### config.mk
export PLATFORM = sky130hd
export DESIGN_NAME = stm_ctrl
export DESIGN_NICKNAME = d
export VERILOG_FILES = /design/src/sv/stm_pkg.sv /design/src/sv/stm_ctrl.sv
export SDC_FILE = /design/constraint.sdc
export NUM_CORES = 1
export LEC_CHECK = 0
export ABC_AREA = 1
export BUFFER_PORTS_ARGS = -buffer_cell sky130_fd_sc_hd__buf_2
export CAP_MARGIN = 25
export CORE_ASPECT_RATIO = 1.75
export CORE_MARGIN = 2
export CORE_UTILIZATION = 48
export CTS_CLUSTER_DIAMETER = 50
export DETAILED_ROUTE_END_ITERATION = 12
export MAX_ROUTING_LAYER = met4
export PLACE_DENSITY = 0.79
export SLEW_MARGIN = 20
export SYNTH_ARGS = -nofsm -noshare
export SYNTH_HDL_FRONTEND = slang
export SYNTH_SLANG_ARGS = --single-unit
### constraint.sdc
create_clock -name clock -period 5.3 [get_ports clock]
set_clock_uncertainty 0.2 [all_clocks]
set_input_delay 0.795 -clock clock [delete_from_list [all_inputs] [get_ports clock]]
set_output_delay 0.795 -clock clock [all_outputs]
set_load 0.005 [all_outputs]
### src/sv/stm_pkg.sv
// ----------------------------------------------------------------------------
// Sparse table range minimum: shared package
// Entry type, operation codes, fixed widths and the pair ordering used by
// both the build sweep and the query compare.
// ----------------------------------------------------------------------------
package stm_pkg;

   // Fixed widths of the stream fields.
   localparam int COUNT_W = 11;
   localparam int INDEX_W = 10;
   localparam int VALUE_W = 32;
   localparam int POS_W   = 11;

   localparam logic [COUNT_W-1:0] COUNT_RESET = 11'd1024;

   // Operation codes carried in req_tuser.
   localparam logic [1:0] OP_CLEAR = 2'd0;
   localparam logic [1:0] OP_SET   = 2'd1;
   localparam logic [1:0] OP_BUILD = 2'd2;
   localparam logic [1:0] OP_QUERY = 2'd3;

   // One table entry: a value and the position it came from.
   typedef struct packed {
      logic signed [VALUE_W-1:0] value;
      logic signed [POS_W-1:0]   position;
   } entry_type;

   localparam entry_type SENTINEL = '{value: 32'sh3f3f3f3f, position: -11'sd1};
   localparam entry_type BAD_RESULT = '{value: 32'sd0, position: -11'sd1};

   // True when entry a orders strictly below entry b; ties go to the lower position.
   function automatic logic pair_less(input entry_type a, input entry_type b);
      logic less;
      if (a.value != b.value) begin
         less = (a.value < b.value);
      end else begin
         less = (a.position < b.position);
      end
      return less;
   endfunction

   // Smaller of two entries, the first one when they are equal.
   function automatic entry_type pair_min(input entry_type a, input entry_type b);
      return pair_less(b, a) ? b : a;
   endfunction

endpackage

### src/sv/stm_ctrl.sv
// ----------------------------------------------------------------------------
// Sparse table range minimum: sequencer
// Runs the clear and build sweeps over the table, handles set writes and
// query reads, and holds the result register.
// ----------------------------------------------------------------------------
module stm_ctrl #(
   parameter int MAX_ELEMS = 1024,
   parameter int LEVELS    = 11,
   parameter int JW        = 10,
   parameter int LW        = 4
) (
   input  logic                              clock,
   input  logic                              reset,
   input  logic                              req_valid,
   output logic                              req_ready,
   input  logic [1:0]                        req_opcode,
   input  logic [stm_pkg::INDEX_W-1:0]       req_index,
   input  logic signed [stm_pkg::VALUE_W-1:0] req_value,
   input  logic [stm_pkg::INDEX_W-1:0]       req_left,
   input  logic [stm_pkg::INDEX_W-1:0]       req_right,
   input  logic [stm_pkg::COUNT_W-1:0]       used_count,
   output logic                              rsp_valid,
   input  logic                              rsp_ready,
   output stm_pkg::entry_type                rsp_entry,
   output logic                              rsp_bad,
   output logic                              wr_en,
   output logic [LW+JW-1:0]                  wr_addr,
   output stm_pkg::entry_type                wr_data,
   output logic                              rd_en,
   output logic [LW+JW-1:0]                  rd_addr_a,
   output logic [LW+JW-1:0]                  rd_addr_b,
   input  stm_pkg::entry_type                rd_data_a,
   input  stm_pkg::entry_type                rd_data_b
);
   import stm_pkg::*;

   localparam int XW = (JW > COUNT_W) ? JW : COUNT_W;

   localparam logic [2:0] ST_IDLE   = 3'd0;
   localparam logic [2:0] ST_CLEAR  = 3'd1;
   localparam logic [2:0] ST_BUILD  = 3'd2;
   localparam logic [2:0] ST_GAP    = 3'd3;
   localparam logic [2:0] ST_RESULT = 3'd4;

   logic [2:0]        state_ff, state_in;
   logic [LW-1:0]     level_ff, level_in;
   logic [JW-1:0]     j_ff, j_in;
   logic              wpend_ff, wpend_in;
   logic [LW+JW-1:0]  waddr_ff, waddr_in;
   logic              qbad_ff, qbad_in;
   logic              rsp_valid_ff, rsp_valid_in;
   entry_type         rsp_entry_ff, rsp_entry_in;
   logic              rsp_bad_ff, rsp_bad_in;

   logic              accept;
   logic              q_bad;
   logic [COUNT_W-1:0] q_len;
   int                q_msb;
   int                q_blk;
   logic [LW-1:0]     q_level;
   logic [COUNT_W-1:0] q_start_b;
   logic [XW-1:0]     b_half;
   logic [XW-1:0]     b_last;
   logic [XW-1:0]     c_last;
   logic [LW-1:0]     level_dn;
   logic [LW:0]       level_up;
   logic              set_ok;
   logic              rsp_free;

   assign req_ready = (state_ff == ST_IDLE);
   assign accept    = req_valid && req_ready;
   assign rsp_free  = !rsp_valid_ff || rsp_ready;

   // Query block selection: range check, block level and the second block start.
   always_comb begin
      q_bad = (req_left > req_right) || ({1'b0, req_right} >= used_count);
      q_len = {1'b0, req_right} - {1'b0, req_left} + COUNT_W'(1);
      q_msb = 0;
      for (int i = 0; i < COUNT_W; i++) begin
         if (q_len[i]) begin
            q_msb = i;
         end
      end
      q_blk     = (q_msb > LEVELS - 1) ? LEVELS - 1 : q_msb;
      q_level   = LW'(q_blk);
      q_start_b = {1'b0, req_right} + COUNT_W'(1) - (COUNT_W'(1) << q_blk);
   end

   // Build and clear sweep bounds.
   assign level_dn = level_ff - LW'(1);
   assign level_up = {1'b0, level_ff} + (LW+1)'(1);
   assign b_half   = XW'(1) << level_dn;
   assign b_last   = XW'(used_count) - (XW'(1) << level_ff);
   assign c_last   = XW'(used_count) - XW'(1);
   assign set_ok   = (32'(req_index) < 32'(MAX_ELEMS));

   // Memory write port: set, clear sweep or the pending build result.
   always_comb begin
      wr_en   = 1'b0;
      wr_addr = waddr_ff;
      wr_data = pair_min(rd_data_a, rd_data_b);
      if (wpend_ff) begin
         wr_en = 1'b1;
      end else if (state_ff == ST_CLEAR) begin
         wr_en   = 1'b1;
         wr_addr = {level_ff, j_ff};
         wr_data = SENTINEL;
      end else if (accept && (req_opcode == OP_SET) && set_ok) begin
         wr_en   = 1'b1;
         wr_addr = {LW'(0), JW'(req_index)};
         wr_data = '{value: req_value, position: {1'b0, req_index}};
      end
   end

   // Memory read ports: the two halves during build, the two blocks of a query.
   always_comb begin
      if (state_ff == ST_BUILD) begin
         rd_en     = 1'b1;
         rd_addr_a = {level_dn, j_ff};
         rd_addr_b = {level_dn, JW'(XW'(j_ff) + b_half)};
      end else begin
         rd_en     = accept && (req_opcode == OP_QUERY) && !q_bad;
         rd_addr_a = {q_level, JW'(req_left)};
         rd_addr_b = {q_level, JW'(q_start_b)};
      end
   end

   // Sequencer.
   always_comb begin
      state_in     = state_ff;
      level_in     = level_ff;
      j_in         = j_ff;
      wpend_in     = 1'b0;
      waddr_in     = waddr_ff;
      qbad_in      = qbad_ff;
      rsp_valid_in = rsp_valid_ff && !rsp_ready;
      rsp_entry_in = rsp_entry_ff;
      rsp_bad_in   = rsp_bad_ff;
      case (state_ff)
         ST_IDLE: begin
            if (accept) begin
               level_in = '0;
               j_in     = '0;
               case (req_opcode)
                  OP_CLEAR: begin
                     if (used_count != '0) begin
                        state_in = ST_CLEAR;
                     end
                  end
                  OP_BUILD: begin
                     if (used_count >= COUNT_W'(2)) begin
                        state_in = ST_BUILD;
                        level_in = LW'(1);
                     end
                  end
                  OP_QUERY: begin
                     qbad_in  = q_bad;
                     state_in = ST_RESULT;
                  end
                  default: begin
                  end
               endcase
            end
         end
         ST_CLEAR: begin
            if (XW'(j_ff) == c_last) begin
               j_in = '0;
               if (level_ff == LW'(LEVELS - 1)) begin
                  state_in = ST_IDLE;
               end else begin
                  level_in = level_ff + LW'(1);
               end
            end else begin
               j_in = j_ff + JW'(1);
            end
         end
         ST_BUILD: begin
            wpend_in = 1'b1;
            waddr_in = {level_ff, j_ff};
            if (XW'(j_ff) == b_last) begin
               state_in = ST_GAP;
            end else begin
               j_in = j_ff + JW'(1);
            end
         end
         ST_GAP: begin
            // The last write of a level lands here, before the next level reads it.
            j_in = '0;
            if (level_ff == LW'(LEVELS - 1)) begin
               state_in = ST_IDLE;
            end else if ((used_count >> level_up) != '0) begin
               state_in = ST_BUILD;
               level_in = LW'(level_up);
            end else begin
               state_in = ST_IDLE;
            end
         end
         ST_RESULT: begin
            if (rsp_free) begin
               rsp_valid_in = 1'b1;
               rsp_bad_in   = qbad_ff;
               rsp_entry_in = qbad_ff ? BAD_RESULT : pair_min(rd_data_a, rd_data_b);
               state_in     = ST_IDLE;
            end
         end
         default: begin
            state_in = ST_IDLE;
         end
      endcase
   end

   // Control registers.
   always_ff @(posedge clock) begin
      if (reset) begin
         state_ff     <= ST_IDLE;
         wpend_ff     <= 1'b0;
         rsp_valid_ff <= 1'b0;
      end else begin
         state_ff     <= state_in;
         wpend_ff     <= wpend_in;
         rsp_valid_ff <= rsp_valid_in;
      end
   end

   // Sweep counters and payload registers.
   always_ff @(posedge clock) begin
      level_ff     <= level_in;
      j_ff         <= j_in;
      waddr_ff     <= waddr_in;
      qbad_ff      <= qbad_in;
      rsp_entry_ff <= rsp_entry_in;
      rsp_bad_ff   <= rsp_bad_in;
   end

   assign rsp_valid = rsp_valid_ff;
   assign rsp_entry = rsp_entry_ff;
   assign rsp_bad   = rsp_bad_ff;

endmodule

==> out/results.tsv <==
stage	metric	value	unit
outcome	status	complete, but fails checks	
outcome	failed_checks	negative setup slack	
synthesis	synth_xor_area_share	3.53	%
sta	setup_viol	5	
critical_path	cp-start-kind	input pin	
global_routing	use_met2	62.2	%
synthesis	ys_seq_area_share	24.3	%
sta	tns	-2.20	ns
route	vias	11200	
floorplanning	dieArea	0.0208	mm^2
place	globalplace.congestion	1.01	
sta	fmax	170	MHz
critical_path	cp_slowest_stage_delay	0.40	ns
critical_path	cp-end-kind	output port	
synthesis	synthMuxAreaShare	0	%
global_routing	antenna_found_initial	0	
final_layout	seq_area	0.00229	mm^2
cts	cts.clk_slew.worst_paths	0.06	ns
sta	slew-limit-headroom	51.1	%
synthesis	ys_warn_count	0	
sta	rsz0062_at_grt	yes	
cts	cts_tree	done	
cts	clock_latency	0.35	ns
run	drv_cap	0	
synthesis	synth_top_family_by_area	simple AND/OR/NAND/NOR gates	
critical_path	slowest_stage	fa_2	
floorplanning	die_y	189	um
global_routing	gr-usage-met1	31.9	%
sta	slew_viol_final	0	
synthesis	ys_top_cells_by_area	edfxtp_1 (23%), ha_1 (17%), nand2_1 (16%)	
synthesis	synth-compound-area-share	11.1	%
global_routing	grt_first_pass_wirelength	55.2	mm
synthesis	yosys.area_share.simple	33.1	%
final_layout	drive_gt1_share	26.5	%
pwr	powerDensity	348	mW/mm^2
place	io_buffers	297	
synthesis	synth_nets	1703	
route	drc_errors	0	
synthesis	avgSynthCellArea	6.72	um^2
min_path	hold_path.class	flip-flop to flip-flop	
floorplanning	rows	67	
synthesis	ys_types	43	
route	drt_iter0_drc	877	
critical_path	arrival	4.87	ns
global_routing	grt_util_met3	7.57	%
critical_path	crit_fanout	3	
sta	tightest_slew	0.732	ns
synthesis	ys_top_cells_by_count	nand2_1 (406), inv_1 (184), ha_1 (128), nor2_1 (117), nand3_1 (113)	
cts	clockBufferDepth	2	
global_routing	grt_max_degree	45	
floorplanning	die_w	110	um
cts	cts-root-buf	clkbuf_16	
cts	cts_htree_levels	3	
route	routedWlPerCell	18.7	um
synthesis	synthArstFlopShare	0	%
synthesis	synth_top_area_cell	edfxtp_1	
final_layout	area_growth	30.6	%
place	hpwl	29.3	mm
sta	fin_crit_sh	111	%
route	drtAntennaViolNets	0	
route	vias_per_cell	5.59	
final_layout	fillerInstances	1765	
floorplanning	start_util	49.1	%
pwr	power	4.29	mW
sta	setup_ws	-0.567	ns
cts	cts.sinks	78	
sta	hold_viol	0	
final_layout	nNetsFinal	2052	
final_layout	multi_input_area	0.00656	mm^2
cts	hold_buffers	0	
sta	fin_crit	5.87	ns
synthesis	syn_inst	1405	
floorplanning	coreArea	0.0192	mm^2
pwr	ir_drop	0.192	mV
synthesis	synthFlopType	edfxtp_1	
route	routed_wl	37.3	mm
cts	cts_buffers	9	
synthesis	synth_top_area_share	23.2	%
global_routing	grt_pass1_vias	11100	
route	dr.pass1.iters	6	
synthesis	synth_most_common_cell	nand2_1	
pwr	power.leakage	6.57	nW
synthesis	netlist_area	0.00944	mm^2
synthesis	synth_fa_ha_area_share	18.0	%
sta	whs	0.299	ns
global_routing	gr-max-usage-layer	met2	
final_layout	antennaDiodeCount	0	
synthesis	synth_edf_count	73	
critical_path	crit_top_cell	nand2_1	
critical_path	path_class	input pin to output port	
global_routing	gr-total-overflow	0	
global_routing	grtUsageTotal	35.9	%
floorplanning	ioPinCount	298	
synthesis	ys_ff_latch	78	
critical_path	cp_data_required_time	4.30	ns
-- final timing paths --
| check | from | end | slack (ns) | depth (start not counted) |
|---|---|---|---|---|
| worst max-delay path | req_right[1] | rd_addr_b[9] | -0.57 | 32 |
| worst min-delay path | state_ff[0] | state_ff[0] | 0.30 | 2 |
| worst max register to register | level_ff[1] | j_ff[1] | 1.53 | 18 |
| worst min register to register | state_ff[0] | state_ff[0] | 0.30 | 2 |
-- flip-flops by register name, summed over array words and instances (netlist names), 3 cells and up --
register and count:
j_ff 10, level_ff 4, rsp_entry 43, state_ff 3
waddr_ff 14
-- worst max-delay path: cells and delay by family --
kind | cells | cell delay (ns)
fa+ha+maj | 6 | 1.59
buf+inv | 8 | 0.63
simple gates | 13 | 1.02
xor+xnor | 2 | 0.49
compound gates | 3 | 0.35
-- cells by family (layout without fill, tap and decap cells) --
kind of cell	after synthesis	in the layout
xor gates and xnor gates	38	38
DFF	78	78
and+or+nand+nor	726	726
buffers and inverters	235	588
adders and majority gates	133	133
AOI/OAI and AO/OA	195	195
-- final cells by class --
type	instances	area share, %
clock buffers	9	1.83
clock inverters	6	0.508
inverters	190	5.85
multi-input cells	1092	53.2
flip-flops and latches	78	18.6
well taps	241	2.45
repair buffers	383	17.5
-- metrics by stage --
stage	std cells	setup slack, ns	instance area (um^2)	util, %
after floorplan	1405	0.00372	9460	-
after global routing	1999	-0.790	12300	64.2
final	1999	-0.567	12300	64.2
after detailed placement	1973	-0.821	11600	60.5
after global placement	1973	-0.724	11600	60.5
after CTS	1995	-0.457	12100	63.1
-- placed cells by master (no fill, tap or decap), types with 4 or more instances in the layout --
cell type | synthesis | final
nand2_1 | 406 | 392
buf_2 | 11 | 295
inv_1 | 184 | 178
ha_1 | 128 | 115
nor2_1 | 117 | 114
nand3_1 | 113 | 111
a21oi_1 | 100 | 94
buf_4 | 9 | 83
edfxtp_1 | 73 | 73
o21ai_0 | 66 | 60
nand3b_1 | 37 | 37
xor2_1 | 23 | 23
nor3_1 | 23 | 22
nand4_1 | 16 | 16
xnor2_1 | 15 | 11
ha_4 | 0 | 11
nand2_2 | 1 | 9
clkbuf_16 | 0 | 9
o211ai_1 | 7 | 7
nand2_4 | 1 | 7
o21ai_1 | 2 | 6
clkinv_1 | 4 | 5
a21oi_2 | 1 | 5
inv_2 | 2 | 5
o21bai_1 | 5 | 5
dfxtp_1 | 5 | 5
nor2_2 | 3 | 4
a211oi_1 | 4 | 4
buf_6 | 1 | 4
-- timing repair --
item	in CTS	in global routing
gates resized for setup	38	34
setup endpoints to repair	8	8
pin swaps	34	29
setup buffers	7	4
endpoints found under the hold margin	0	0
-- metal layers --
metal,part of all wire (%),vias to the layer above
met5,0,-
met3,8.0,177
met2,51,570
met1,31,5095
met4,9.5,0
li1,-,5329
-- where the power goes --
group	leakage (nW)	switching [mW]	total (mW)	internal [mW]
registers	0.724	0.133	0.945	0.812
clock network	0.135	0.268	0.629	0.362
logic	5.71	1.71	2.71	1.01
Power figures use the tool's default switching activity.
